$ cat config.mk
export PLATFORM = sky130hd
export DESIGN_NAME = ccpe_powers
export DESIGN_NICKNAME = d
export VERILOG_FILES = /design/src/design/ccpe_pkg.sv /design/src/design/ccpe_powers.sv
export SDC_FILE = /design/constraint.sdc
export NUM_CORES = 1
export LEC_CHECK = 0
export BUFFER_PORTS_ARGS = -buffer_cell sky130_fd_sc_hd__buf_2
export CAP_MARGIN = 20
export CORE_MARGIN = 10
export CORE_UTILIZATION = 55
export DETAILED_ROUTE_END_ITERATION = 10
export GPL_TIMING_DRIVEN = 0
export PLACE_DENSITY = 0.79
export SETUP_SLACK_MARGIN = 0.1
export SLEW_MARGIN = 15
export SYNTH_ARGS = -nofsm -noshare
export SYNTH_HDL_FRONTEND = slang
export SYNTH_SLANG_ARGS = --single-unit
$ cat constraint.sdc
create_clock -name clk -period 16.95 [get_ports clk]
set_clock_uncertainty 0.15 [all_clocks]
set_input_delay 3.39 -clock clk [delete_from_list [all_inputs] [get_ports clk]]
set_output_delay 3.39 -clock clk [all_outputs]
set_load 0.005 [all_outputs]
$ cat src/design/ccpe_pkg.sv
// Shared constants, register codes and payload types of the cubic curve point evaluator.
package ccpe_pkg;

  localparam int COORD_BITS      = 10;
  localparam int PARAM_FRAC_BITS = 16;
  localparam int WFRAC           = 20;

  localparam int NUM_PTS    = 4;
  localparam int PARAM_W    = PARAM_FRAC_BITS + 1;
  localparam int TQ_W       = WFRAC + 1;
  localparam int ALIGN_L    = (WFRAC > PARAM_FRAC_BITS) ? (WFRAC - PARAM_FRAC_BITS) : 0;
  localparam int ALIGN_R    = (PARAM_FRAC_BITS > WFRAC) ? (PARAM_FRAC_BITS - WFRAC) : 0;
  localparam int WGT_W      = WFRAC + 8;
  localparam int PROD_W     = WGT_W + COORD_BITS + 1;
  localparam int ACC_W      = PROD_W + 2;
  localparam int OUT_W      = COORD_BITS + 2;

  localparam int REG_IDX_W  = 3;
  localparam int APB_ADDR_W = REG_IDX_W + 2;
  localparam int APB_DATA_W = 32;

  typedef enum logic [REG_IDX_W-1:0] {
    REG_P0X, REG_P0Y, REG_P1X, REG_P1Y,
    REG_P2X, REG_P2Y, REG_P3X, REG_P3Y
  } reg_idx_t;

  typedef struct packed {
    logic [NUM_PTS-1:0][COORD_BITS-1:0] x;
    logic [NUM_PTS-1:0][COORD_BITS-1:0] y;
  } points_t;

  typedef struct packed {
    logic [TQ_W-1:0] tq;
    logic [TQ_W-1:0] t2;
    logic [TQ_W-1:0] t3;
  } powers_t;

  typedef struct packed {
    logic [NUM_PTS-1:0][WGT_W-1:0] w;
  } weights_t;

endpackage

$ cat src/design/ccpe_powers.sv
// Three-stage front end: clamp and align t, then square it, then cube it.
module ccpe_powers import ccpe_pkg::*; (
  input  logic               clk,
  input  logic               rst_n,
  input  logic               up_valid,
  output logic               up_ready,
  input  logic [PARAM_W-1:0] up_param,
  output logic               dn_valid,
  input  logic               dn_ready,
  output powers_t            dn_powers
);

  localparam logic [PARAM_W-1:0] PARAM_ONE = PARAM_W'(1) << PARAM_FRAC_BITS;

  logic [2:0]                 valid_r;
  logic [2:0]                 valid_nxt;
  logic [2:0]                 adv;
  logic [TQ_W-1:0]            tq0_r;
  logic [TQ_W-1:0]            tq1_r;
  logic [TQ_W-1:0]            t2_1_r;
  powers_t                    pw_r;
  logic [PARAM_W-1:0]         t_sat;
  logic [PARAM_W+ALIGN_L-1:0] t_wide;
  logic [TQ_W-1:0]            tq_nxt;
  logic [2*TQ_W-1:0]          sq;
  logic [2*TQ_W-1:0]          cube;

  // A stage moves when it is empty or the stage after it moves.
  assign adv[2]   = !valid_r[2] || dn_ready;
  assign adv[1]   = !valid_r[1] || adv[2];
  assign adv[0]   = !valid_r[0] || adv[1];
  assign up_ready = adv[0];

  always_comb begin
    valid_nxt = valid_r;
    if (adv[0]) valid_nxt[0] = up_valid;
    if (adv[1]) valid_nxt[1] = valid_r[0];
    if (adv[2]) valid_nxt[2] = valid_r[1];
  end

  // Parameters above one clamp to one, then align to the weight fraction.
  assign t_sat  = (up_param > PARAM_ONE) ? PARAM_ONE : up_param;
  assign t_wide = (PARAM_W + ALIGN_L)'(t_sat) << ALIGN_L;
  assign tq_nxt = TQ_W'(t_wide >> ALIGN_R);

  assign sq   = (2*TQ_W)'(tq0_r) * (2*TQ_W)'(tq0_r);
  assign cube = (2*TQ_W)'(t2_1_r) * (2*TQ_W)'(tq1_r);

  always_ff @(posedge clk) begin
    if (!rst_n) begin
      valid_r <= '0;
    end else begin
      valid_r <= valid_nxt;
    end
  end

  always_ff @(posedge clk) begin
    if (adv[0] && up_valid) begin
      tq0_r <= tq_nxt;
    end
    if (adv[1] && valid_r[0]) begin
      tq1_r  <= tq0_r;
      t2_1_r <= sq[WFRAC +: TQ_W];
    end
    if (adv[2] && valid_r[1]) begin
      pw_r.tq <= tq1_r;
      pw_r.t2 <= t2_1_r;
      pw_r.t3 <= cube[WFRAC +: TQ_W];
    end
  end

  assign dn_valid  = valid_r[2];
  assign dn_powers = pw_r;

endmodule

==> results of run 1 <==
-- metrics by stage --
| step | area (µm²) | setup WS, ns | util (%) | hold WS (ns) |
|---|---|---|---|---|
| floorplan | 22300 | 9.64 | - | 0.274 |
| global placement | 23400 | 8.44 | 58.6 | 0.295 |
| detailed placement | 23500 | 9.05 | 58.9 | 0.313 |
| CTS | 24200 | 9.04 | 60.5 | 0.329 |
| global route | 24200 | 8.95 | 60.5 | 0.328 |
| finish | 24200 | 9.05 | 60.5 | 0.325 |
-- cell type report --
cell class	count	area share, %
Multi-Input combinational cell	1445	67.3
Sequential cell	117	14.4
Inverter	609	9.46
Tap cell	525	2.72
Timing Repair Buffer	85	2.03
Clock buffer	18	1.82
Buffer	80	1.30
Clock inverter	14	0.937
-- sequential cells by signal, indices dropped and copies added (netlist names) --
name       cells
tq0_r         17
valid_r        3
tq1_r         17
t2_1_r        21
dn_powers     59
-- routing by layer --
layer | vias to the layer above | track usage (%) | routed length, µm
met1 | 7779 | 27.0 | 20500
met5 | - | 0 | 0
met3 | 156 | 4.85 | 3900
li1 | 6827 | - | -
met4 | 0 | 12.0 | 2820
met2 | 626 | 40.3 | 27900
-- worst max-delay path, cell delays in order --
cell,delay [ns]
buf_2,0.10
nor2b_1,0.54
nand3_1,0.16
buf_2,0.16
-- Yosys cell counts (8+ instances only) --
master / n
ha_1: 214
o21ai_0: 8
clkbuf_1: 75
nor2_1: 40
nor2b_1: 24
xor2_1: 11
o21a_1: 10
xnor2_1: 39
and2_1: 203
nor3_1: 12
fa_1: 469
nand2_1: 297
inv_1: 609
a21o_1: 19
a21oi_1: 20
edfxtp_1: 114
-- worst paths after layout --
| kind | from | endpoint | depth (start not counted) |
|---|---|---|---|
| hold / removal | t2_1_r[18] | dn_powers[39] | 0 |
| setup / recovery | dn_ready | up_ready | 4 |
| setup reg to reg | t2_1_r[11] | dn_powers[20] | 22 |
| hold reg to reg | t2_1_r[18] | dn_powers[39] | 0 |
-- kinds of logic after synthesis --
logic type	synth area share, %
XOR/XNOR	1.96
flip-flops	15.6
AND/OR/NAND/NOR	13.1
other	0.0168
AO/OA/AOI/OAI	3.55
adder cells (fa/ha/maj)	54.1
multiplexers	0.0505
buffers and inverters	11.7
==> impl_metrics.py, run 1 <==
metrics = {
    "sta": {
        "finalSetupViolCount": 0,
        "relSlewSlack_pct": 43.1,
        "rsz0062_at_grt": "no",
        "hold_violations": 0,
        "finalCritPeriodShare_pct": 46.6,
        "slew_viol_final": 0,
        "fmax_ghz": 0.127,
        "totalNegativeSetupSlack_ns": 0,
        "tightest_slew_ns": 0.842,
        "fin_crit_ns": 7.90,
    },
    "yosys": {
        "avgSynthCellArea_um2": 9.93,
        "synthCells": 2248,
        "ys.flop_type": "edfxtp_1",
        "synth_edf_count": 114,
        "synth_area_leaders": "fa_1 42%, edfxtp_1 15%, ha_1 12%",
        "yosysTopAreaCellShare_pct": 42.1,
        "async_flop_share_pct": 0,
        "syn_area_um2": 22300,
        "synth_top_area_cell": "fa_1",
        "yosysSeqAreaShare_pct": 15.6,
        "ys_warn_count": 0,
        "synth_cell_types": 55,
        "synth_seq_cells": 117,
    },
    "clock_network": {
        "hold_buffers": 0,
        "cts-resized-gates": 0,
        "cts_buffer_depth": 2,
        "path_clk_slew_ns": 0.06,
        "h-tree-depth": 4,
        "clkLatencyLatePin_ns": 0.45,
        "clock-sinks": 117,
        "cts_tree": "yes",
        "post_cts_buffers": 0,
        "cts-buffers-inserted": 17,
        "cts_root_buf": "clkbuf_16",
    },
    "route": {
        "ant_nets": 0,
        "drc": 0,
        "routed_wl_um": 55100,
        "firstDrtPassIters": 5,
        "wl_per_cell_um": 19.1,
        "vias": 15400,
        "drtIter0Drc": 1149,
        "via_per_inst": 5.32,
    },
    "setup_path": {
        "crit_type": "in -> out",
        "path_max_fanout": 6,
        "cp.required_ns": 13.41,
        "critPathLaunchType": "input pin",
        "end_kind": "output pin",
        "r2r_slack_ns": 9.18,
        "critPathArrivalTime_ns": 4.36,
    },
    "cells_and_area": {
        "finalNetCount": 3059,
        "layout_common_cells": "609 x inv_1, 469 x fa_1, 297 x nand2_1, 214 x ha_1, 203 x and2_1",
        "final_common_cell": "inv_1",
        "seqCellArea_um2": 3480,
        "fill_cells": 3284,
        "multi_input_area_um2": 16300,
        "finalNonFillerCells": 2893,
        "diodes": 0,
        "syn_to_final_growth_pct": 8.29,
        "drive_gt1_share_pct": 6.21,
    },
    "die": {
        "start_util_pct": 55.9,
        "io_pins": 86,
        "die_area_um2": 49000,
        "die_h_um": 221,
        "die_x_um": 221,
        "rows": 73,
        "core_area_um2": 39900,
    },
    "place": {
        "place_hpwl_um": 46100,
        "numPortBuffers": 81,
        "dpl.cell_count": 2861,
        "gp_congestion": 0.959,
    },
    "run_status": {
        "status": "completed",
    },
    "job": {
        "cap_violations": 0,
    },
    "global_route": {
        "grtUsageTotal_pct": 23.3,
        "grt_pass1_vias": 17300,
        "overflow": 0,
        "antenna_found_initial": 0,
        "grt_max_degree": 29,
        "grt_pass1_wl_um": 90400,
    },
    "min_path": {
        "hp-class": "reg -> reg",
    },
}
Power of run 1 is left out: the tool's default activity adds up to more than one toggle a clock period on the data nets, which glitch-free logic cannot reach.
==> run 2, diff against run 1 <==
--- a/config.mk
+++ b/config.mk
@@ -5,13 +5,14 @@
 export SDC_FILE = /design/constraint.sdc
 export NUM_CORES = 1
 export LEC_CHECK = 0
+export ABC_AREA = 1
 export BUFFER_PORTS_ARGS = -buffer_cell sky130_fd_sc_hd__buf_2
 export CAP_MARGIN = 20
 export CORE_MARGIN = 10
 export CORE_UTILIZATION = 55
 export DETAILED_ROUTE_END_ITERATION = 10
 export GPL_TIMING_DRIVEN = 0
-export PLACE_DENSITY = 0.79
+export PLACE_DENSITY = 0.82
 export SETUP_SLACK_MARGIN = 0.1
 export SLEW_MARGIN = 15
 export SYNTH_ARGS = -nofsm -noshare
==> constraint.sdc (replaced) <==
create_clock -name clk -period 6.6 [get_ports clk]
set_clock_uncertainty 0.15 [all_clocks]
set_input_delay 1.32 -clock clk [delete_from_list [all_inputs] [get_ports clk]]
set_output_delay 1.32 -clock clk [all_outputs]
set_load 0.005 [all_outputs]
==> impl_metrics.py, run 2 <==
metrics = {
    "setup_path": {
        "crit_type": "reg -> reg",
        "slowest_delay_ns": 0.54,
        "reg2regPathDepth": 23,
        "worstPathCellList": "clkbuf_4 > clkbuf_4 > nand2_1 > inv_1 > fa_1 > inv_1 > fa_1 > fa_1 > inv_1 > fa_1 > fa_1 > inv_1 > fa_1 > inv_1 > ha_1 > a21oi_1 > o21bai_1 > a21oi_1 > o21ai_0 > nor2_1 > nand2_1 > nand2_1 > nand2_1",
        "end_kind": "register",
        "critPathLaunchType": "register",
        "path_max_fanout": 10,
        "critPathArrivalTime_ns": 6.40,
        "critPathBufInv": 7,
        "cp_top_family": "adder cells",
        "path_common_cell": "fa_1",
        "cp.depth": 23,
        "critical-path-slowest-cell": "fa_1",
        "cp.required_ns": 6.66,
    },
    "min_path": {
        "min_path_cells": 0,
        "hp-class": "reg -> reg",
    },
    "route": {
        "firstDrtPassIters": 6,
        "ant_nets": 0,
        "via_per_inst": 5.21,
        "routed_wl_um": 62600,
        "drc": 0,
        "drtIter0Drc": 1652,
        "vias": 18900,
        "wl_per_cell_um": 17.3,
    },
    "yosys": {
        "synth_edf_count": 114,
        "async_flop_share_pct": 0,
        "yosysSeqAreaShare_pct": 14.4,
        "synthCells": 2915,
        "avgSynthCellArea_um2": 8.31,
        "yosysTopAreaCellShare_pct": 38.7,
        "yosysMostFrequentCell": "inv_1",
        "ys_warn_count": 0,
        "syn_area_um2": 24200,
        "synth_seq_cells": 117,
        "ys.flop_type": "edfxtp_1",
        "synth_cell_types": 44,
        "synth_area_leaders": "fa_1 39%, edfxtp_1 14%, inv_1 14%",
        "synth_top_area_cell": "fa_1",
        "synthTopCellsByCount": "900 x inv_1, 699 x nand2_1, 469 x fa_1",
    },
    "run_status": {
        "status": "completed",
    },
    "cells_and_area": {
        "seqCellArea_um2": 3480,
        "fill_cells": 3732,
        "syn_to_final_growth_pct": 8.27,
        "multi_input_area_um2": 16900,
        "post-route-util_pct": 60.5,
        "largest_reg_flops": 59,
        "drive_gt1_share_pct": 7.80,
        "final_common_cell": "inv_1",
        "finalNetCount": 3730,
        "layout_common_cells": "899 x inv_1, 699 x nand2_1, 469 x fa_1, 214 x ha_1, 114 x edfxtp_1",
        "diodes": 0,
    },
    "clock_network": {
        "cts_buffer_depth": 2,
        "clkLatencyLatePin_ns": 0.48,
        "cts_tree": "yes",
        "cts_root_buf": "clkbuf_16",
        "cts-buffers-inserted": 17,
        "h-tree-depth": 4,
        "path_clk_slew_ns": 0.06,
        "clock-sinks": 117,
    },
    "die": {
        "rows": 76,
        "die_x_um": 230,
        "core_area_um2": 43400,
        "start_util_pct": 55.9,
        "die_h_um": 230,
        "io_pins": 86,
        "die_area_um2": 52900,
    },
    "sta": {
        "relSlewSlack_pct": 39.6,
        "hold_ws_ns": 0.315,
        "rsz0062_at_grt": "no",
        "slew_viol_final": 0,
        "tightest_slew_ns": 0.904,
        "fmax_ghz": 0.158,
        "finalSetupViolCount": 0,
        "finalCritPeriodShare_pct": 96.1,
        "fin_crit_ns": 6.34,
        "hold_violations": 0,
    },
    "global_route": {
        "overflow": 0,
        "grt_pass1_vias": 19900,
        "grt_pass1_wl_um": 102000,
        "grtUsageTotal_pct": 24.6,
        "grt_max_degree": 39,
        "antenna_found_initial": 0,
    },
    "job": {
        "cap_violations": 0,
    },
    "place": {
        "place_hpwl_um": 52100,
        "gp_congestion": 0.960,
        "numPortBuffers": 81,
    },
}
-- run 2: cell type report --
type	count	share of cell area (%)
Buffer	115	2.28
Clock buffer	18	1.64
Clock inverter	14	0.567
Inverter	904	12.9
Multi-Input combinational cell	1781	64.6
Sequential cell	117	13.3
Tap cell	585	2.79
Timing Repair Buffer	90	1.96
-- run 2: kinds of logic after synthesis --
logic type / count (synthesis) / synth area share [%]
XOR/XNOR: 40 / 1.45
flip-flops: 117 / 14.4
AND/OR/NAND/NOR: 899 / 14.7
adder cells (fa/ha/maj): 683 / 49.8
AO/OA/AOI/OAI: 155 / 3.73
other: 1 / 0.0155
buffers and inverters: 1020 / 15.9
-- run 2: layer usage --
metal  wire length [µm]  global-route usage (%)  share of wire [%]  vias to the layer above
li1                   -                       -                  -                     8594
met1              23700                    29.5                 38                     9191
met2              29900                    41.5                 48                      911
met3               5980                    5.70                9.6                      191
met4               2970                    11.2                4.7                        0
met5                  0                       0                  0                        -
-- run 2: worst paths after layout --
check                  start             to  slack (ns)
setup reg to reg   tq0_r[14]     t2_1_r[17]        0.26
hold reg to reg   t2_1_r[14]  dn_powers[35]        0.32
hold / removal    t2_1_r[14]  dn_powers[35]        0.32
setup / recovery   tq0_r[14]     t2_1_r[17]        0.26
-- run 2: what timing repair did --
item | CTS | global route
hold buffers | 0 | 0
gates resized for setup | 39 | 113
setup endpoints to repair | 38 | 29
buffers inserted | 0 | 7
-- run 2: metrics by stage --
step	cells	setup TNS, ns	area [µm²]	setup WS, ns
after global routing	3624	0	26200	0.0790
after global placement	3584	-1.30	25400	-0.330
after floorplan	2918	0	24200	0.862
after CTS	3618	0	26100	0.0946
final	3624	0	26200	0.259
after detailed placement	3586	-2.23	25500	-0.405
-- run 2: worst reg2reg max path, cell delays in order (launching register included) --
cell and delay (ns):
edfxtp_1 0.49, clkbuf_4 0.28, clkbuf_4 0.26, nand2_1 0.11, inv_1 0.07, fa_1 0.54, inv_1 0.06, fa_1 0.50
fa_1 0.52, inv_1 0.06, fa_1 0.50, fa_1 0.49, inv_1 0.05, fa_1 0.49, inv_1 0.05, ha_1 0.34
a21oi_1 0.22, o21bai_1 0.11, a21oi_1 0.28, o21ai_0 0.15, nor2_1 0.17, nand2_1 0.07, nand2_1 0.06, nand2_1 0.07
Power of run 2 is left out for the same reason.
