<file path="src/design/ccpe_pkg.sv">
// Shared constants, register codes and payload types of the cubic curve point evaluator.
package ccpe_pkg;

  localparam int COORD_BITS      = 10;
  localparam int PARAM_FRAC_BITS = 16;
  localparam int WFRAC           = 20;

  localparam int NUM_PTS    = 4;
  localparam int PARAM_W    = PARAM_FRAC_BITS + 1;
  localparam int TQ_W       = WFRAC + 1;
  localparam int ALIGN_L    = (WFRAC > PARAM_FRAC_BITS) ? (WFRAC - PARAM_FRAC_BITS) : 0;
  localparam int ALIGN_R    = (PARAM_FRAC_BITS > WFRAC) ? (PARAM_FRAC_BITS - WFRAC) : 0;
  localparam int WGT_W      = WFRAC + 8;
  localparam int PROD_W     = WGT_W + COORD_BITS + 1;
  localparam int ACC_W      = PROD_W + 2;
  localparam int OUT_W      = COORD_BITS + 2;

  localparam int REG_IDX_W  = 3;
  localparam int APB_ADDR_W = REG_IDX_W + 2;
  localparam int APB_DATA_W = 32;

  typedef enum logic [REG_IDX_W-1:0] {
    REG_P0X, REG_P0Y, REG_P1X, REG_P1Y,
    REG_P2X, REG_P2Y, REG_P3X, REG_P3Y
  } reg_idx_t;

  typedef struct packed {
    logic [NUM_PTS-1:0][COORD_BITS-1:0] x;
    logic [NUM_PTS-1:0][COORD_BITS-1:0] y;
  } points_t;

  typedef struct packed {
    logic [TQ_W-1:0] tq;
    logic [TQ_W-1:0] t2;
    logic [TQ_W-1:0] t3;
  } powers_t;

  typedef struct packed {
    logic [NUM_PTS-1:0][WGT_W-1:0] w;
  } weights_t;

endpackage

</file>
<file path="src/design/ccpe_weights.sv">
// One stage that forms the four Lagrange basis weights, each held at twice its value.
module ccpe_weights import ccpe_pkg::*; (
  input  logic     clk,
  input  logic     rst_n,
  input  logic     up_valid,
  output logic     up_ready,
  input  powers_t  up_powers,
  output logic     dn_valid,
  input  logic     dn_ready,
  output weights_t dn_weights
);

  localparam logic signed [WGT_W-1:0] TWO_ONE = WGT_W'(2) << WFRAC;
  localparam logic signed [WGT_W-1:0] K2  = WGT_W'(2);
  localparam logic signed [WGT_W-1:0] K9  = WGT_W'(9);
  localparam logic signed [WGT_W-1:0] K11 = WGT_W'(11);
  localparam logic signed [WGT_W-1:0] K18 = WGT_W'(18);
  localparam logic signed [WGT_W-1:0] K27 = WGT_W'(27);
  localparam logic signed [WGT_W-1:0] K36 = WGT_W'(36);
  localparam logic signed [WGT_W-1:0] K45 = WGT_W'(45);

  logic                    valid_r;
  logic                    valid_nxt;
  logic                    adv;
  weights_t                w_r;
  weights_t                w_nxt;
  logic signed [WGT_W-1:0] a;
  logic signed [WGT_W-1:0] b;
  logic signed [WGT_W-1:0] c;

  assign adv       = !valid_r || dn_ready;
  assign up_ready  = adv;
  assign valid_nxt = adv ? up_valid : valid_r;

  assign a = WGT_W'(up_powers.tq);
  assign b = WGT_W'(up_powers.t2);
  assign c = WGT_W'(up_powers.t3);

  always_comb begin
    w_nxt.w[0] = WGT_W'(TWO_ONE - K9 * c + K18 * b - K11 * a);
    w_nxt.w[1] = WGT_W'(K27 * c - K45 * b + K18 * a);
    w_nxt.w[2] = WGT_W'(K36 * b - K27 * c - K9 * a);
    w_nxt.w[3] = WGT_W'(K9 * c - K9 * b + K2 * a);
  end

  always_ff @(posedge clk) begin
    if (!rst_n) begin
      valid_r <= 1'b0;
    end else begin
      valid_r <= valid_nxt;
    end
  end

  always_ff @(posedge clk) begin
    if (adv && up_valid) begin
      w_r <= w_nxt;
    end
  end

  assign dn_valid   = valid_r;
  assign dn_weights = w_r;

endmodule

</file>
<file path="config.mk">
export PLATFORM = sky130hd
export DESIGN_NAME = ccpe_weights
export DESIGN_NICKNAME = d
export VERILOG_FILES = /design/src/design/ccpe_pkg.sv /design/src/design/ccpe_weights.sv
export SDC_FILE = /design/constraint.sdc
export NUM_CORES = 1
export LEC_CHECK = 0
export BUFFER_PORTS_ARGS = -buffer_cell sky130_fd_sc_hd__buf_2
export CAP_MARGIN = 30
export CORE_MARGIN = 1.5
export CORE_UTILIZATION = 50
export CTS_CLUSTER_SIZE = 30
export DETAILED_ROUTE_END_ITERATION = 6
export GPL_ROUTABILITY_DRIVEN = 0
export PLACE_DENSITY_LB_ADDON = 0.05
export SLEW_MARGIN = 20
export SYNTH_ARGS = -nofsm -noshare
export SYNTH_HDL_FRONTEND = slang
export SYNTH_SLANG_ARGS = --single-unit
</file>
<file path="constraint.sdc">
create_clock -name clk -period 11.3 [get_ports clk]
set_clock_uncertainty 0.1 [all_clocks]
set_input_delay 1.13 -clock clk [delete_from_list [all_inputs] [get_ports clk]]
set_output_delay 1.13 -clock clk [all_outputs]
set_load 0.05 [all_outputs]
</file>
==> results of run 1 <==
## layout by cell type (no fill, tap or decap), types with 25 or more instances in the layout
cell type	instances
inv_1	436
ha_1	415
fa_1	189
buf_2	180
a21oi_1	152
xnor2_1	151
edfxtp_1	110
nor2_1	106
o21ai_0	83
a21o_1	83
xor2_1	73
nand2_1	69
o21a_1	41
nand2b_1	32
nor2b_1	31
o21bai_1	30
nor3_1	28
nand3_1	25
## registers in the layout, indices dropped and copies added, names as in the netlist
| name | count |
|---|---|
| dn_valid | 1 |
| dn_weights | 110 |
## worst reg2reg max path: cells and delay by family (launching register included)
kind          cells  cell delay, ns
buf+inv           1            0.73
flops             1            0.31
simple gates      2            0.64
## through the flow
stage	cells	setup WS [ns]	area (µm²)	hold WS (ns)	utilization
detailed placement	2982	3.684	22670	0.4273	0.5429
finish	3000	4.037	22960	0.4379	0.5499
floorplan	2264	4.534	21100	1.046	-
CTS	2998	4.094	22960	0.4436	0.5498
global route	3000	3.482	22960	0.4710	0.5499
global placement	2982	3.700	22670	0.4079	0.5429
## path summary, 6_finish.rpt
kind | endpoint | depth (start not counted) | start | slack [ns]
worst max-delay path | dn_weights[109]$_DFFE_PP_ | 28 | up_powers[4] | 4.04
worst min-delay path | dn_valid$_SDFFE_PN0N_ | 2 | dn_valid$_SDFFE_PN0N_ | 0.44
worst max register to register | dn_weights[76]$_DFFE_PP_ | 3 | dn_valid$_SDFFE_PN0N_ | 9.04
worst min register to register | dn_valid$_SDFFE_PN0N_ | 2 | dn_valid$_SDFFE_PN0N_ | 0.44
## final cells by class
class,instances,area share
Tap cell,539,0.02937
Antenna cell,2,0.0002179
Timing Repair Buffer,182,0.03988
Inverter,436,0.07127
Multi-Input combinational cell,1714,0.7020
Sequential cell,111,0.1447
Clock buffer,9,0.009807
Clock inverter,7,0.002724
## layer usage
metal | routed length (µm) | GRT usage | vias to the layer above
li1 | - | - | 8133
met1 | 24220 | 0.3322 | 7787
met2 | 25460 | 0.4256 | 334
met3 | 1867 | 0.02868 | 59
met4 | 1236 | 0.07098 | 2
met5 | 10 | 0 | -
## cell families after synthesis
logic type | Yosys count | synth area share
AOI/OAI and AO/OA | 525 | 0.1613
xor gates and xnor gates | 224 | 0.09299
adders and majority gates | 604 | 0.4255
buffers and inverters | 439 | 0.07846
DFF | 111 | 0.1575
muxes | 1 | 0.0004745
and+or+nand+nor | 360 | 0.08380
==> results.tsv, run 1 <==
metric	value	unit
port_buffers	180	
drive_gt1_frac	0.08662	
nNetsFinal	3125	
wl_per_cell	17.60	µm
final-seq-area	3323	µm²
numCtsBuffers	9	
die_height	208.4	µm
required	11.35	ns
die_w	208.4	µm
path_common_cell	ha_1	
worstSetupStartpointType	primary input	
grt_max_degree	65	
post-route-period-util	0.6427	
hold_violations	0	
ys_seq_elements	111	
synth_area_per_cell	9.319	µm²
grt.overflow.total	0	
setup_violations	0	
finalWirelength	52.80	mm
post_synth_num_cell_types	65	
dieArea	43440	µm²
antenna_found_initial	3	
cts_resized	0	
multi_input_area	16120	µm²
clock-root-buffer	clkbuf_16	
period_needed	7.263	ns
place_hpwl	45.36	mm
outcome	finished, final reports clean	
finalSetupTns	0	ns
final_antenna_net_count	0	
yosys-top-cells-area	ha_1 25%, fa_1 18%, edfxtp_1 16%	
cap_viol_max_count	0	
crit_buf_inv	2	
grt_usage	0.2490	
synth_top_area_frac	0.2461	
syn_nets	2935	
drtIter0Drc	1025	
vias	16320	
drcViolationCount	0	
critPathTopFamily	compound AO/OA/AOI/OAI gates	
end_kind	flop	
yosysWarnings	0	
cp_max_fo	6	
synthFlopType	edfxtp_1	
ios	181	
fillCellCount	3869	
vias_per_cell	5.438	
dr.pass1.iters	5	
syn_inst	2264	
max_freq	0.1377	GHz
clockBufferDepth	2	
cts_tree	built	
rsz0062_at_grt	no	
hold_path.class	reg -> reg	
core_area	41760	µm²
arrival	7.31	ns
grt_pass1_vias	15980	
post_cts_buffers	0	
clock-sinks	111	
seq_area_frac_synth	0.1575	
relSlewSlack	0.4326	
yosysMostFrequentCell	inv_1	
synth_edf_count	110	
grt_pass1_wl	83.94	mm
layout-area-overhead-vs-synth	8.848	%
tightestPinTransition	0.8510	ns
clk_pin_slew	0.09	ns
clock_latency	0.39	ns
initial_core_util	0.5052	
drv_slew	0	
num_rows	75	
synth_commonest_cells	436 x inv_1, 415 x ha_1, 189 x fa_1	
ctsHoldBuffers	0	
slowest_stage	fa_1	
critPathMaxStageDelay	0.50	ns
syn_area	21100	µm²
synthArstFlopShare	0	
synth_top_area_cell	ha_1	
path_class	in -> reg	
cts_max_level	3	
Power of run 1 is left out: the tool's default activity adds up to more than one toggle a clock period on the data nets, which glitch-free logic cannot reach.
==> run 2, diff against run 1 <==
- clock period: 11.3 -> 6.58 ns (I/O delays scaled with it)
==> run 2 against run 1 <==
  * Hold slack got worse by 0.030 ns
  * Register-to-register slack got worse by 4.7 ns
  * Die area did not move
  * Largest cell class unchanged
  * Wire length rose by 3.4%
==> results.tsv, run 2 (synthesized netlist as in run 1, its figures left out) <==
metric	value	unit	change
outcome	finished, final reports clean		
die_w	208.4	µm	unchanged
numCtsBuffers	9		unchanged
arrival	6.31	ns	-1.00 ns
final-seq-area	3323	µm²	unchanged
slowest_stage	fa_1		
drv_slew	0		unchanged
post-route-period-util	0.9510		
clock-root-buffer	clkbuf_16		
cp_max_fo	6		unchanged
place_hpwl	47.87	mm	+5.5%
grt_pass1_wl	87.93	mm	+4.8%
wl_per_cell	16.90	µm	-4.0%
nNetsFinal	3355		+7.4%
grt.overflow.total	0		unchanged
antenna_found_initial	2		-1
hold_path.class	in -> reg		
clock-sinks	111		unchanged
dr.pass1.iters	5		unchanged
die_height	208.4	µm	unchanged
largest_reg_flops	110		unchanged
postLayoutCellArea	24820	µm²	+8.1%
ctsHoldBuffers	0		unchanged
critPathMaxStageDelay	0.48	ns	-0.02 ns
final_cell_mix	436 x inv_1, 412 x ha_1, 232 x buf_4, 189 x fa_1, 180 x buf_2		
path_class	in -> reg		
critPathTopFamily	adder cells		
clock_latency	0.39	ns	about the same
fin_cells	3230		+7.7%
finalSetupTns	0	ns	unchanged
port_buffers	180		unchanged
period_needed	6.258	ns	
grt_pass1_vias	17250		+7.9%
path_common_cell	a21oi_1		
hold_violations	0		unchanged
grt_max_degree	57		-12%
drive_gt1_frac	0.1714		+0.08482
dieArea	43440	µm²	unchanged
cap_viol_max_count	0		unchanged
cts_max_level	3		unchanged
grt_usage	0.2597		+0.01062
final_antenna_net_count	0		unchanged
multi_input_area	16230	µm²	+0.69%
finalWirelength	54.57	mm	+3.4%
core_area	41760	µm²	unchanged
ios	181		unchanged
crit_buf_inv	6		+4
hold_ws	0.4075	ns	-0.03048 ns
fillCellCount	3805		-1.7%
required	6.63	ns	-4.72 ns
worstSetupStartpointType	primary input		
rsz0062_at_grt	yes		
tightestPinTransition	0.7569	ns	-0.09418 ns
vias	17140		+5.0%
postPlaceCellArea	24400	µm²	+7.6%
mostFrequentLayoutCell	inv_1		
initial_core_util	0.5052		unchanged
clk_pin_slew	0.08	ns	about the same
relSlewSlack	0.4954		+0.06279
cts_resized	0		unchanged
post_cts_buffers	0		unchanged
cts_tree	built		
drtIter0Drc	817		-20%
setup_violations	0		unchanged
max_freq	0.1598	GHz	
layout-area-overhead-vs-synth	17.63	%	
end_kind	flop		
drcViolationCount	0		unchanged
num_rows	75		unchanged
vias_per_cell	5.306		-2.4%
clockBufferDepth	2		unchanged
dp.cells	3212		+7.7%
run 2: path summary, 6_finish.rpt:
check	start	slack (ns)	depth (start not counted)	end
setup / recovery	up_powers[5]	0.32	28	dn_weights[82]$_DFFE_PP_
hold / removal	rst_n	0.41	2	dn_valid$_SDFFE_PN0N_
setup reg to reg	dn_valid$_SDFFE_PN0N_	4.32	3	dn_weights[46]$_DFFE_PP_
hold reg to reg	dn_valid$_SDFFE_PN0N_	0.44	2	dn_valid$_SDFFE_PN0N_
run 2: metal layers:
metal,GRT usage,routed length (µm),up-vias
li1,-,-,8589
met1,0.3392,24680,8160
met2,0.4517,26660,328
met3,0.02823,1847,61
met4,0.07803,1386,0
met5,0,0,-
run 2: cell type report:
cell class | count | share of cell area
Multi-Input combinational cell | 1714 | 0.6541
Sequential cell | 111 | 0.1339
Clock buffer | 10 | 0.009226
Tap cell | 539 | 0.02717
Antenna cell | 2 | 0.0002017
Inverter | 436 | 0.06594
Clock inverter | 6 | 0.002975
Timing Repair Buffer | 412 | 0.1065
run 2: through the flow:
step / setup WS, ns / util
2_1_floorplan: 0.2864 / -
3_3_place_gp: 0.005637 / 0.5843
3_5_place_dp: -0.08349 / 0.5843
4_1_cts: 0.3301 / 0.5915
5_1_grt: -0.02806 / 0.5943
6_report: 0.3224 / 0.5943
run 2: worst register-to-register path, cell delays in order (launching register included):
cell and delay (ns):
dfxtp_1 0.31, nand2b_1 0.10, and2_4 0.60, buf_4 0.68
Power of run 2 is left out for the same reason.
==> run 3, diff against run 2 <==
- CTS_BUF_LIST: unset -> sky130_fd_sc_hd__clkbuf_4 sky130_fd_sc_hd__clkbuf_8
==> run 3 against run 2 <==
  * First-iteration DRC count grew 16%
  * Non-clock buffer count is the same
  * Global-route usage is essentially flat
  * Core utilization shrank 0.40 points
  * Critical endpoint unchanged
  * Final area shrank 0.68%
  * Largest cell class unchanged
  * Setup slack gained 0.098 ns
  * Wire length shrank 0.14%
  * Sequential share of layout area grew 0.092 points
  * Critical path depth is the same
  * Highest routed layer unchanged
  * Clock-buffer cell count is the same
  * Register-to-register slack is essentially flat
  * Final cell count is the same
==> results.tsv, run 3 (synthesized netlist as in run 1, its figures left out) <==
metric	value	unit	change
ios	181		unchanged
critPathMaxStageDelay	0.48	ns	about the same
reg2reg_from	dn_valid$_SDFFE_PN0N_		
mostFrequentLayoutCell	inv_1		
grt_usage	0.2594		-0.0002949
grt_max_degree	57		unchanged
setup_violations	0		unchanged
port_buffers	180		unchanged
grt.overflow.total	0		unchanged
postLayoutCellArea	24650	µm²	-0.68%
largest_reg_flops	110		unchanged
dr.pass1.iters	5		unchanged
fin_cells	3230		unchanged
grt_pass1_wl	87.92	mm	about the same
drtIter0Drc	945		+16%
core_area	41760	µm²	unchanged
drcViolationCount	0		unchanged
cp_max_fo	6		unchanged
crit_end	dn_weights[82]$_DFFE_PP_		
multi_input_area	16160	µm²	-0.44%
clk_pin_slew	0.11	ns	+0.03 ns
dieArea	43440	µm²	unchanged
clock-sinks	111		unchanged
initial_core_util	0.5052		unchanged
final-seq-area	3323	µm²	unchanged
path_common_cell	a21oi_1		
arrival	6.29	ns	-0.02 ns
antenna_found_initial	2		unchanged
period_needed	6.159	ns	-0.09849 ns
post-route-period-util	0.9360		-0.01497
setup_ws	0.4209	ns	+0.09849 ns
worstSetupStartpointType	primary input		
hold_path.class	in -> reg		
rsz0062_at_grt	no		
vias_per_cell	5.309		about the same
max_freq	0.1624	GHz	+1.6%
layout-area-overhead-vs-synth	16.83	%	
outcome	finished, final reports clean		
rr_worst_depth	3		unchanged
cap_viol_max_count	0		unchanged
place_hpwl	47.87	mm	unchanged
vias	17150		+0.053%
numCtsBuffers	9		unchanged
dp_worst_setup_slack	-0.08349	ns	unchanged
drv_slew	0		unchanged
postPlaceCellArea	24400	µm²	unchanged
hold_violations	0		unchanged
required	6.71	ns	+0.08 ns
fillCellCount	3824		+0.50%
post_cts_buffers	0		unchanged
die_height	208.4	µm	unchanged
relSlewSlack	0.4993		+0.003912
slowest_stage	fa_1		
timing.rr.end	dn_weights[46]$_DFFE_PP_		
r2r_setup_slack	4.32	ns	about the same
finalWirelength	54.50	mm	-0.14%
cts_max_level	3		unchanged
wl_per_cell	16.87	µm	-0.14%
crit_start	up_powers[5]		
final_util	0.5903		-0.004045
ctsHoldBuffers	0		unchanged
clock-root-buffer	clkbuf_8		
die_w	208.4	µm	unchanged
end_kind	flop		
tightestPinTransition	0.7510	ns	-0.005869 ns
clockBufferDepth	2		unchanged
drive_gt1_frac	0.1681		-0.003347
grt_pass1_vias	17250		-0.017%
num_rows	75		unchanged
path_class	in -> reg		
nNetsFinal	3355		unchanged
dp.cells	3212		unchanged
final_antenna_net_count	0		unchanged
clock_latency	0.46	ns	+0.07 ns
final_cell_mix	436 x inv_1, 414 x ha_1, 232 x buf_4, 189 x fa_1, 180 x buf_2		
cts_tree	built		
[run 3: cell counts in the layout (fill, tap and decap cells not counted)]
No cell type changed its count.
[run 3: repair_timing]
item                                    4_1_cts  5_1_grt
hold endpoints to repair                      0        0
resized for setup                             0       10
endpoints found under the setup margin        0        6
[run 3: worst min path at each step]
stage	startpoint	end	slack, ns	cells after the start
after floorplan	up_valid	dn_valid$_SDFFE_PN0N_	0.70	2
after global placement	dn_valid$_SDFFE_PN0N_	dn_valid$_SDFFE_PN0N_	0.40	2
after detailed placement	dn_valid$_SDFFE_PN0N_	dn_valid$_SDFFE_PN0N_	0.44	2
after CTS	rst_n	dn_valid$_SDFFE_PN0N_	0.30	2
after global routing	rst_n	dn_valid$_SDFFE_PN0N_	0.32	2
final	rst_n	dn_valid$_SDFFE_PN0N_	0.33	2
[run 3: metrics by stage]
| step | hold WS [ns] | setup TNS, ns |
|---|---|---|
| after floorplan | 0.6968 | 0 |
| after global placement | 0.4049 | 0 |
| after detailed placement | 0.4423 | -0.2787 |
| after CTS | 0.2983 | 0 |
| after global routing | 0.3176 | 0 |
| final | 0.3335 | 0 |
[run 3: layout make-up]
cell class | count | share of cell area
flip-flops and latches | 111 | 0.1348
repair buffers | 412 | 0.1072
multi-input cells | 1714 | 0.6557
clock inverters | 6 | 0.002995
well taps | 539 | 0.02736
inverters | 436 | 0.06640
clock buffers | 10 | 0.005330
diodes | 2 | 0.0002030
[run 3: routing by layer]
layer  vias to the layer above  GRT usage  wire length [µm]  share of wire
li1                       8581          -                 -              -
met1                      8160     0.3392             24720           0.45
met2                       339     0.4527             26690           0.49
met3                        67    0.02551              1719          0.032
met4                         0    0.07828              1369          0.025
met5                         -          0                 0              0
[run 3: critical path, delay by kind of cell]
| family | cells | cell delay [ns] |
|---|---|---|
| and+or+nand+nor | 4 | 0.68 |
| AOI/OAI and AO/OA | 10 | 1.74 |
| buffers and inverters | 6 | 0.69 |
| xor gates and xnor gates | 2 | 0.27 |
| adders and majority gates | 6 | 2.23 |
Power of run 3 is left out for the same reason.
