**config.mk**
```make
export PLATFORM = sky130hd
export DESIGN_NAME = ccpe_regs
export DESIGN_NICKNAME = d
export VERILOG_FILES = /design/src/design/ccpe_pkg.sv /design/src/design/ccpe_regs.sv
export SDC_FILE = /design/constraint.sdc
export NUM_CORES = 1
export LEC_CHECK = 0
export BUFFER_PORTS_ARGS = -buffer_cell sky130_fd_sc_hd__buf_4
export CAP_MARGIN = 20
export CORE_UTILIZATION = 43
export CTS_BUF_LIST = sky130_fd_sc_hd__clkbuf_16
export DETAILED_ROUTE_END_ITERATION = 10
export PLACE_DENSITY = 0.77
export SLEW_MARGIN = 20
export SYNTH_ARGS = -nofsm -noshare
export SYNTH_HDL_FRONTEND = slang
export SYNTH_SLANG_ARGS = --single-unit
```
**constraint.sdc**
```tcl
create_clock -name clk -period 2.7 [get_ports clk]
set_clock_uncertainty 0.1 [all_clocks]
set_input_delay 0.27 -clock clk [delete_from_list [all_inputs] [get_ports clk]]
set_output_delay 0.27 -clock clk [all_outputs]
set_load 0.005 [all_outputs]
```
**src/design/ccpe_pkg.sv**
```systemverilog
// Shared constants, register codes and payload types of the cubic curve point evaluator.
package ccpe_pkg;

  localparam int COORD_BITS      = 10;
  localparam int PARAM_FRAC_BITS = 16;
  localparam int WFRAC           = 20;

  localparam int NUM_PTS    = 4;
  localparam int PARAM_W    = PARAM_FRAC_BITS + 1;
  localparam int TQ_W       = WFRAC + 1;
  localparam int ALIGN_L    = (WFRAC > PARAM_FRAC_BITS) ? (WFRAC - PARAM_FRAC_BITS) : 0;
  localparam int ALIGN_R    = (PARAM_FRAC_BITS > WFRAC) ? (PARAM_FRAC_BITS - WFRAC) : 0;
  localparam int WGT_W      = WFRAC + 8;
  localparam int PROD_W     = WGT_W + COORD_BITS + 1;
  localparam int ACC_W      = PROD_W + 2;
  localparam int OUT_W      = COORD_BITS + 2;

  localparam int REG_IDX_W  = 3;
  localparam int APB_ADDR_W = REG_IDX_W + 2;
  localparam int APB_DATA_W = 32;

  typedef enum logic [REG_IDX_W-1:0] {
    REG_P0X, REG_P0Y, REG_P1X, REG_P1Y,
    REG_P2X, REG_P2Y, REG_P3X, REG_P3Y
  } reg_idx_t;

  typedef struct packed {
    logic [NUM_PTS-1:0][COORD_BITS-1:0] x;
    logic [NUM_PTS-1:0][COORD_BITS-1:0] y;
  } points_t;

  typedef struct packed {
    logic [TQ_W-1:0] tq;
    logic [TQ_W-1:0] t2;
    logic [TQ_W-1:0] t3;
  } powers_t;

  typedef struct packed {
    logic [NUM_PTS-1:0][WGT_W-1:0] w;
  } weights_t;

endpackage

```
**src/design/ccpe_regs.sv**
```systemverilog
// Control point register file behind the APB-style configuration port.
module ccpe_regs import ccpe_pkg::*; (
  input  logic                  clk,
  input  logic                  rst_n,
  input  logic                  psel,
  input  logic                  penable,
  input  logic                  pwrite,
  input  logic [APB_ADDR_W-1:0] paddr,
  input  logic [APB_DATA_W-1:0] pwdata,
  output logic [APB_DATA_W-1:0] prdata,
  output logic                  pready,
  output points_t               points
);

  logic [NUM_PTS-1:0][COORD_BITS-1:0] x_r;
  logic [NUM_PTS-1:0][COORD_BITS-1:0] y_r;
  reg_idx_t                           idx;
  logic [COORD_BITS-1:0]              wval;
  logic [COORD_BITS-1:0]              rval;
  logic                               wr_en;

  assign idx    = reg_idx_t'(paddr[APB_ADDR_W-1:2]);
  assign wval   = pwdata[COORD_BITS-1:0];
  assign wr_en  = psel && penable && pwrite;
  assign pready = 1'b1;

  always_ff @(posedge clk) begin
    if (!rst_n) begin
      x_r <= '0;
      y_r <= '0;
    end else if (wr_en) begin
      unique case (idx)
        REG_P0X: x_r[0] <= wval;
        REG_P0Y: y_r[0] <= wval;
        REG_P1X: x_r[1] <= wval;
        REG_P1Y: y_r[1] <= wval;
        REG_P2X: x_r[2] <= wval;
        REG_P2Y: y_r[2] <= wval;
        REG_P3X: x_r[3] <= wval;
        REG_P3Y: y_r[3] <= wval;
      endcase
    end
  end

  always_comb begin
    unique case (idx)
      REG_P0X: rval = x_r[0];
      REG_P0Y: rval = y_r[0];
      REG_P1X: rval = x_r[1];
      REG_P1Y: rval = y_r[1];
      REG_P2X: rval = x_r[2];
      REG_P2Y: rval = y_r[2];
      REG_P3X: rval = x_r[3];
      REG_P3Y: rval = y_r[3];
    endcase
  end

  assign prdata   = APB_DATA_W'(rval);
  assign points.x = x_r;
  assign points.y = y_r;

endmodule

```
==> impl_metrics.json, run 1 <==
{
  "status": "finished with violations",
  "violations": "DRC",
  "pwr-share-comb_pct": 7.3,
  "crit_chain": "buf_4 -> mux2_2 -> a22o_1 -> a221oi_1 -> nor2_1 -> buf_4",
  "place.gp.congestion": 0.849,
  "hold_violations": 0,
  "wl_um": 12000,
  "crit_fanout": 27,
  "insertion_delay_ns": 0.34,
  "critPathLaunchType": "primary input",
  "ys.warnings.count": 0,
  "io_buffers": 107,
  "ys.flop_type": "dfxtp_1",
  "yosysUniqueCellTypes": 28,
  "antenna_left": 0,
  "drv_cap": 0,
  "max_freq_mhz": 475,
  "hp-class": "in2reg",
  "cts_buffer_depth": 2,
  "worst-slew-pin-transition_ns": 0.691,
  "post-dp-hpwl_um": 7800,
  "postCtsHoldBufs": 0,
  "finalPower_mw": 2.98,
  "drive_gt1_share_pct": 27.5,
  "setup-violations-final": 0,
  "switching_share_pct": 20.7,
  "p_per_area_mw_per_mm2": 583,
  "rsz0062_at_grt": "false",
  "crit_type": "in2out",
  "dieArea_sq_mm": 0.00970,
  "synth_edf_count": 0,
  "global_route.overflow_total": 0,
  "die_width_um": 98.5,
  "drc": 2,
  "pwr-share-seq_pct": 40.2,
  "route.met3.wl_um": 819,
  "drv_slew": 0,
  "synth-seq-area-share_pct": 40.0,
  "power_frac_clock_pct": 52.5,
  "final.min_clock_period_ns": 2.11,
  "core_area_sq_mm": 0.00885,
  "drt-wirelength-per-cell_um": 18.3,
  "synthCells": 457,
  "grt_pass1_vias": 3416,
  "clkSinkCount": 80,
  "drt_iter0_markers": 259,
  "cp_common_cell": "buf_4",
  "avgSynthCellArea_sq_um": 8.76,
  "num_rows": 34,
  "ctsResizeCount": 0,
  "end_kind": "output port",
  "wl_met1_um": 4970,
  "min_period_over_period_pct": 78.0,
  "grt_max_degree": 81,
  "fp.dieH_um": 98.5,
  "clk_pin_slew_ns": 0.06,
  "setup_tns_ns": 0,
  "maxUsedRoutingLayer": "met4",
  "cp.required_ns": 2.33,
  "ys_seq_elements": 80,
  "synthArstFlopShare_pct": 0,
  "final_nets": 582,
  "cts_made_buffers": 9,
  "cp.arrival_ns": 1.74,
  "num_io_pins": 155,
  "antenna_found_initial": 0,
  "synth.cell_area_sq_mm": 0.00400,
  "antenna_cells": 0,
  "start_util_pct": 45.2,
  "cpPeakStageDelay_ns": 0.39,
  "cts_tree": "built",
  "grt_pass1_wl_um": 18600,
  "nFillCells": 788,
  "areaGrowthSynthToFinish_pct": 27.5,
  "firstDrtPassIters": 11,
  "leakagePower_nw": 2.10,
  "internal-power_mw": 2.36,
  "dr_total_vias": 3650,
  "peakVddDrop_mv": 0.292,
  "slowest_stage": "mux2_2",
  "largest_reg_flops": 80,
  "clockRootBuffer": "clkbuf_16",
  "vias_per_cell": 5.59,
  "grt_usage_pct": 25.0,
  "postCtsSetupRepairBufs": 0,
  "max-slew-margin-rel_pct": 53.9,
  "p_switching_mw": 0.618,
  "h-tree-depth": 3,
  "met2_length_um": 5890
}
-- kinds of logic after synthesis --
logic type             share of synthesized area (%)
other                                          0.188
muxes                                           12.4
AOI/OAI and AO/OA                               22.7
and+or+nand+nor                                 14.7
buffers and inverters                           10.0
DFF                                             40.0
-- synth_stat cells, types with 2 or more instances --
library cell,instances,area (sq um)
buf_4,27,203
dfxtp_1,80,1600
nor2_1,23,86.3
a221oi_1,17,149
a21boi_0,49,368
nor2b_1,28,175
a21oi_1,2,10.0
a22o_1,8,70.1
or3_1,2,12.5
a21boi_1,4,30.0
buf_2,3,15.0
clkbuf_1,32,120
mux4_2,2,45.0
inv_1,8,30.0
o21ai_0,53,265
nand2_1,56,210
conb_1,2,7.51
nand2b_1,3,18.8
mux2i_1,36,360
mux2_2,8,90.1
buf_6,3,33.8
nor2_2,5,31.3
-- through the flow --
| stage | util (%) | std cells | area [sq um] | hold WS [ns] | worst slack [ns] |
|---|---|---|---|---|---|
| finish | 57.7 | 653 | 5100 | 0.140 | 0.595 |
| global route | 57.7 | 653 | 5100 | 0.150 | 0.489 |
| CTS | 57.7 | 653 | 5100 | 0.132 | 0.588 |
| detailed placement | 53.4 | 637 | 4720 | 0.392 | 0.587 |
| global placement | 53.4 | 637 | 4720 | 0.375 | 0.592 |
| floorplan | - | 478 | 4080 | 0.378 | 1.01 |
-- power groups by stage --
stage	registers, mW	logic, mW	clock network (mW)
floorplan	1.22	0.159	0
global placement	1.22	0.209	0
detailed placement	1.22	0.213	0
CTS	1.20	0.215	1.58
global route	1.20	0.233	1.64
finish	1.20	0.217	1.56
-- final timing paths --
kind,from,endpoint,cells after the start,slack [ns]
worst min-delay path,pwdata[1],points[21],3,0.14
worst max-delay path,paddr[3],prdata[7],6,0.59
worst max register to register,points[64],points[64],2,1.76
worst min register to register,points[21],points[21],2,0.40
-- per-layer routing --
layer  vias up  global-route usage, %
met5         -                      0
met2       180                   42.4
met4         0                   12.2
met1      1753                   30.9
li1       1695                      -
met3        22                   4.26
-- area by class of cell --
cell class              count  area, sq um  share of cell area, %
multi-input cells         325         2080                   40.8
flip-flops and latches     80         1600                   31.4
repair buffers            116          871                   17.1
clock buffers               9          225                   4.41
clock inverters             7          159                   3.11
well taps                 108          135                   2.65
inverters                   8         30.0                  0.588
-- placed cells by master, fill, tap and decap left out, drive strengths merged, types with 2 or more instances in the layout --
| master | count |
|---|---|
| a22o | 8 |
| a221oi | 17 |
| dfxtp | 80 |
| inv | 9 |
| a21oi | 2 |
| clkbuf | 9 |
| or3 | 2 |
| nor2b | 28 |
| nand2b | 3 |
| a21boi | 53 |
| nor2 | 29 |
| conb | 23 |
| nand2 | 56 |
| buf | 116 |
| mux2 | 8 |
| mux2i | 36 |
| o21ai | 53 |
| bufinv | 5 |
| mux4 | 2 |
-- critical path: cells and delay by family --
| kind | cells | cell delay, ns |
|---|---|---|
| AOI/OAI and AO/OA | 2 | 0.51 |
| buffers and inverters | 2 | 0.48 |
| muxes | 1 | 0.39 |
| and+or+nand+nor | 1 | 0.07 |
Power figures use the tool's default switching activity.
==> inputs of run 2 (changes only) <==
Clock period 2.7 ns to 2.2 ns, I/O delays scaled along.
==> run 2 against run 1 <==
The run still ends with DRC left. Non-clock buffer count is 5 higher. Sequential share of layout area increased by 0.56 points. Final cell count increased by 0.77%. Register-to-register slack worse by 0.42 ns. Critical path type is now reg2out. Highest routed layer unchanged.
==> impl_metrics.json, run 2 (same netlist as run 1, synthesis figures left out) <==
{
  "drc": 7,
  "max-slew-margin-rel_pct": 50.2,
  "wl_um": 11500,
  "setup_tns_ns": 0,
  "cts_tree": "built",
  "switching_share_pct": 24.2,
  "cp.arrival_ns": 1.69,
  "critPathLaunchType": "flop",
  "final_nets": 587,
  "drive_gt1_share_pct": 27.8,
  "dpl.cell_count": 642,
  "crit_type": "reg2out",
  "dr_total_vias": 3610,
  "route.met3.wl_um": 774,
  "dp_slack_ns": 0.241,
  "num_rows": 34,
  "p_switching_mw": 0.737,
  "met2_length_um": 5510,
  "p_per_area_mw_per_mm2": 608,
  "cp_num_buf_inv": 1,
  "hp-class": "in2reg",
  "cts_made_buffers": 9,
  "worst-slew-pin-transition_ns": 0.747,
  "grt_pass1_wl_um": 18200,
  "global_route.overflow_total": 0,
  "min_period_over_period_pct": 91.5,
  "fin_ws_ns": 0.186,
  "peakVddDrop_mv": 0.305,
  "clkSinkCount": 80,
  "h-tree-depth": 3,
  "final_cell_mix": "buf_4, dfxtp_1, nand2_1",
  "nFillCells": 794,
  "drv_cap": 0,
  "rsz0062_at_grt": "false",
  "crit_chain": "mux2_2 -> a22o_1 -> a221oi_1 -> nor2_1 -> buf_4",
  "core_area_sq_mm": 0.00885,
  "crit_fanout": 3,
  "max_freq_mhz": 497,
  "die_width_um": 98.5,
  "post-dp-hpwl_um": 7960,
  "clockRootBuffer": "clkbuf_16",
  "end_kind": "output port",
  "drt-wirelength-per-cell_um": 17.5,
  "final.min_clock_period_ns": 2.01,
  "power_frac_clock_pct": 43.0,
  "grt_max_degree": 81,
  "antenna_left": 0,
  "pwr-share-comb_pct": 8.9,
  "final_area_sq_mm": 0.00501,
  "start_util_pct": 45.2,
  "antenna_found_initial": 0,
  "cpPeakStageDelay_ns": 0.36,
  "pwr-share-seq_pct": 48.1,
  "place.gp.congestion": 0.817,
  "areaGrowthSynthToFinish_pct": 25.3,
  "hold_violations": 0,
  "final_cells": 658,
  "grt_pass1_vias": 3448,
  "clk_pin_slew_ns": 0.06,
  "drv_slew": 0,
  "largest_reg_flops": 80,
  "slowest_stage": "a221oi_1",
  "status": "finished with violations",
  "insertion_delay_ns": 0.33,
  "vias_per_cell": 5.49,
  "crit_family": "compound AO/OA/AOI/OAI gates",
  "postCtsSetupRepairBufs": 0,
  "ctsResizeCount": 0,
  "drt_iter0_markers": 195,
  "io_buffers": 107,
  "grt_usage_pct": 24.3,
  "fp.dieH_um": 98.5,
  "firstDrtPassIters": 8,
  "violations": "DRC",
  "place_area_sq_mm": 0.00476,
  "antenna_cells": 0,
  "num_io_pins": 155,
  "leakagePower_nw": 2.07,
  "postCtsHoldBufs": 0,
  "dieArea_sq_mm": 0.00970,
  "internal-power_mw": 2.31,
  "cp.required_ns": 1.88,
  "maxUsedRoutingLayer": "met4",
  "mostFrequentLayoutCell": "buf_4",
  "cts_buffer_depth": 2,
  "wl_met1_um": 4940,
  "setup-violations-final": 0
}
==> run 2: cell types whose count changed in the layout (fill, tap and decap cells not counted), sizes merged <==
cell,delta
buf,+5
bufinv,-5
clkinv,+4
inv,+1
==> run 2: power groups by stage <==
| stage | registers [mW] | clock network, mW | logic, mW |
|---|---|---|---|
| after floorplan | 1.50 | 0 | 0.195 |
| after global placement | 1.50 | 0 | 0.263 |
| after detailed placement | 1.50 | 0 | 0.268 |
| after CTS | 1.47 | 1.32 | 0.268 |
| after global routing | 1.47 | 1.39 | 0.292 |
| final | 1.47 | 1.31 | 0.271 |
==> run 2: final timing paths <==
kind / from / endpoint / slack [ns] / cells past startpoint
setup / recovery: points[32] / prdata[2] / 0.19 / 5
setup reg to reg: points[66] / points[66] / 1.34 / 2
hold reg to reg: points[22] / points[22] / 0.40 / 2
hold / removal: pwdata[1] / points[21] / 0.09 / 3
==> run 2: cell type report <==
cell class / count / area, sq um / share of cell area [%]
clock inverters: 7 / 31.3 / 0.624
clock buffers: 9 / 225 / 4.49
inverters: 8 / 30.0 / 0.599
flip-flops and latches: 80 / 1600 / 31.9
multi-input cells: 325 / 2080 / 41.5
well taps: 108 / 135 / 2.69
repair buffers: 121 / 908 / 18.1
==> run 2: worst min-delay path, delay by kind of cell <==
family          cells  cell delay, ns
compound gates      1            0.05
simple gates        1            0.06
buf+inv             1            0.15
==> run 2: per-stage QoR <==
| step | hold WS [ns] | total power [mW] | util [%] |
|---|---|---|---|
| floorplan | 0.378 | 1.69 | - |
| global placement | 0.377 | 1.76 | 53.8 |
| detailed placement | 0.392 | 1.77 | 53.8 |
| CTS | 0.0820 | 3.06 | 56.7 |
| global route | 0.107 | 3.15 | 56.7 |
| finish | 0.0899 | 3.05 | 56.7 |
==> run 2: routing by layer <==
metal  vias to the layer above  track usage (%)
met2                       168             40.5
met1                      1714             30.9
met5                         -                0
met3                        25             3.62
li1                       1703                -
met4                         0             11.6
==> inputs of run 3 (changes only) <==
Clock period 2.2 ns to 1.9 ns, I/O delays scaled along.
==> run 3 against run 2 <==
Largest power group is now the clock network. Register-to-register slack worse by 0.43 ns. The flow finishes with violations (DRC, setup timing). Critical path depth unchanged. Final cell count up 1.5%. Sequential cell count unchanged. Sequential power up 16%. Critical path type unchanged. First-iteration DRC count unchanged.
==> impl_metrics.json, run 3 (same netlist as run 1, synthesis figures left out) <==
{
  "status": "finished with violations",
  "violations": "DRC, setup timing",
  "cpPeakStageDelay_ns": 0.32,
  "drt-wirelength-per-cell_um": 17.9,
  "crit_chain": "mux2_4 -> a22o_1 -> a221oi_2 -> nor2_1 -> buf_4",
  "firstDrtPassIters": 11,
  "max_freq_mhz": 521,
  "drt_iter0_markers": 195,
  "num_rows": 34,
  "end_kind": "output port",
  "fin_ws_ns": -0.0197,
  "max-slew-margin-rel_pct": 56.0,
  "setup-violations-final": 3,
  "hold_violations": 0,
  "cts_tree": "built",
  "worst-slew-pin-transition_ns": 0.660,
  "crit_type": "reg2out",
  "peakVddDrop_mv": 0.470,
  "rsz0062_at_grt": "true",
  "clockRootBuffer": "clkbuf_16",
  "h-tree-depth": 3,
  "grt_usage_pct": 24.9,
  "final_cell_mix": "buf_4, dfxtp_1, nand2_1",
  "drv_slew": 0,
  "cts_made_buffers": 9,
  "die_width_um": 98.5,
  "grt_max_degree": 81,
  "hp-class": "in2reg",
  "p_per_area_mw_per_mm2": 728,
  "post-dp-hpwl_um": 8130,
  "clk_pin_slew_ns": 0.06,
  "grt_pass1_wl_um": 18700,
  "place_area_sq_mm": 0.00482,
  "cp.arrival_ns": 1.63,
  "antenna_left": 0,
  "setup_tns_ns": -0.0384,
  "num_io_pins": 155,
  "final_area_sq_mm": 0.00523,
  "areaGrowthSynthToFinish_pct": 30.6,
  "antenna_cells": 0,
  "clkSinkCount": 80,
  "crit_fanout": 3,
  "mostFrequentLayoutCell": "buf_4",
  "core_area_sq_mm": 0.00885,
  "min_period_over_period_pct": 101,
  "finalPower_mw": 3.81,
  "slowest_stage": "dfxtp_2",
  "largest_reg_flops": 80,
  "drv_cap": 0,
  "place.gp.congestion": 0.870,
  "drc": 1,
  "final.min_clock_period_ns": 1.92,
  "cts_buffer_depth": 2,
  "dieArea_sq_mm": 0.00970,
  "final_util_pct": 59.1,
  "final_nets": 598,
  "fp.dieH_um": 98.5,
  "dr_total_vias": 3691,
  "io_buffers": 107,
  "wl_um": 11900,
  "drive_gt1_share_pct": 33.0,
  "grt_pass1_vias": 3518,
  "start_util_pct": 45.2,
  "leakagePower_nw": 2.19,
  "vias_per_cell": 5.53,
  "global_route.overflow_total": 0,
  "critPathLaunchType": "flop",
  "cp.required_ns": 1.61,
  "insertion_delay_ns": 0.33,
  "antenna_found_initial": 0
}
## run 3: layout make-up
class                      instances  area [sq um]
multi-input combinational        325          2150
sequential                        80          1620
clock inverter                     6          76.3
tap                              108           135
timing repair buffer             132           991
clock buffer                       9           225
fill                             755          3620
inverter                           8          30.0
## run 3: timing repair
item | in CTS | in global routing
endpoints found under the hold margin | 0 | 0
hold buffers | 0 | 0
endpoints found under the setup margin | 7 | 8
pin swaps | 0 | 9
buffers inserted | 0 | 3
resized for setup | 7 | 18
## run 3: metrics by stage
stage               worst slack, ns  cells  hold WS (ns)
global route                -0.0774    668        0.0668
global placement              0.113    650         0.379
detailed placement            0.110    650         0.388
floorplan                     0.370    478         0.378
finish                      -0.0197    668        0.0658
CTS                          0.0135    665        0.0628
## run 3: worst paths after layout
kind | start | end | cells after the start | slack, ns
setup / recovery | points[22] | prdata[2] | 5 | -0.02
hold / removal | pwdata[5] | points[25] | 3 | 0.07
setup reg to reg | points[16] | points[16] | 2 | 0.91
hold reg to reg | points[38] | points[38] | 2 | 0.39
## run 3: where the power goes
part           switching [mW]  internal, mW  total [mW]
clock                   0.648          1.13        1.77
sequential             0.0107          1.69        1.70
combinational           0.194         0.140       0.333
total                   0.853          2.96        3.81
## run 3: critical path, delay by kind of cell (launching register included)
| family | cells | cell delay, ns |
|---|---|---|
| mux | 1 | 0.27 |
| flops | 1 | 0.32 |
| compound gates | 2 | 0.50 |
| simple gates | 1 | 0.08 |
| buf+inv | 1 | 0.13 |
## run 3: per-layer routing
| metal | track usage, % | wire length [um] | vias up |
|---|---|---|---|
| li1 | - | - | 1720 |
| met1 | 32.6 | 5030 | 1767 |
| met2 | 39.3 | 5630 | 170 |
| met3 | 4.75 | 803 | 34 |
| met4 | 12.6 | 481 | 0 |
| met5 | 0 | 0 | - |
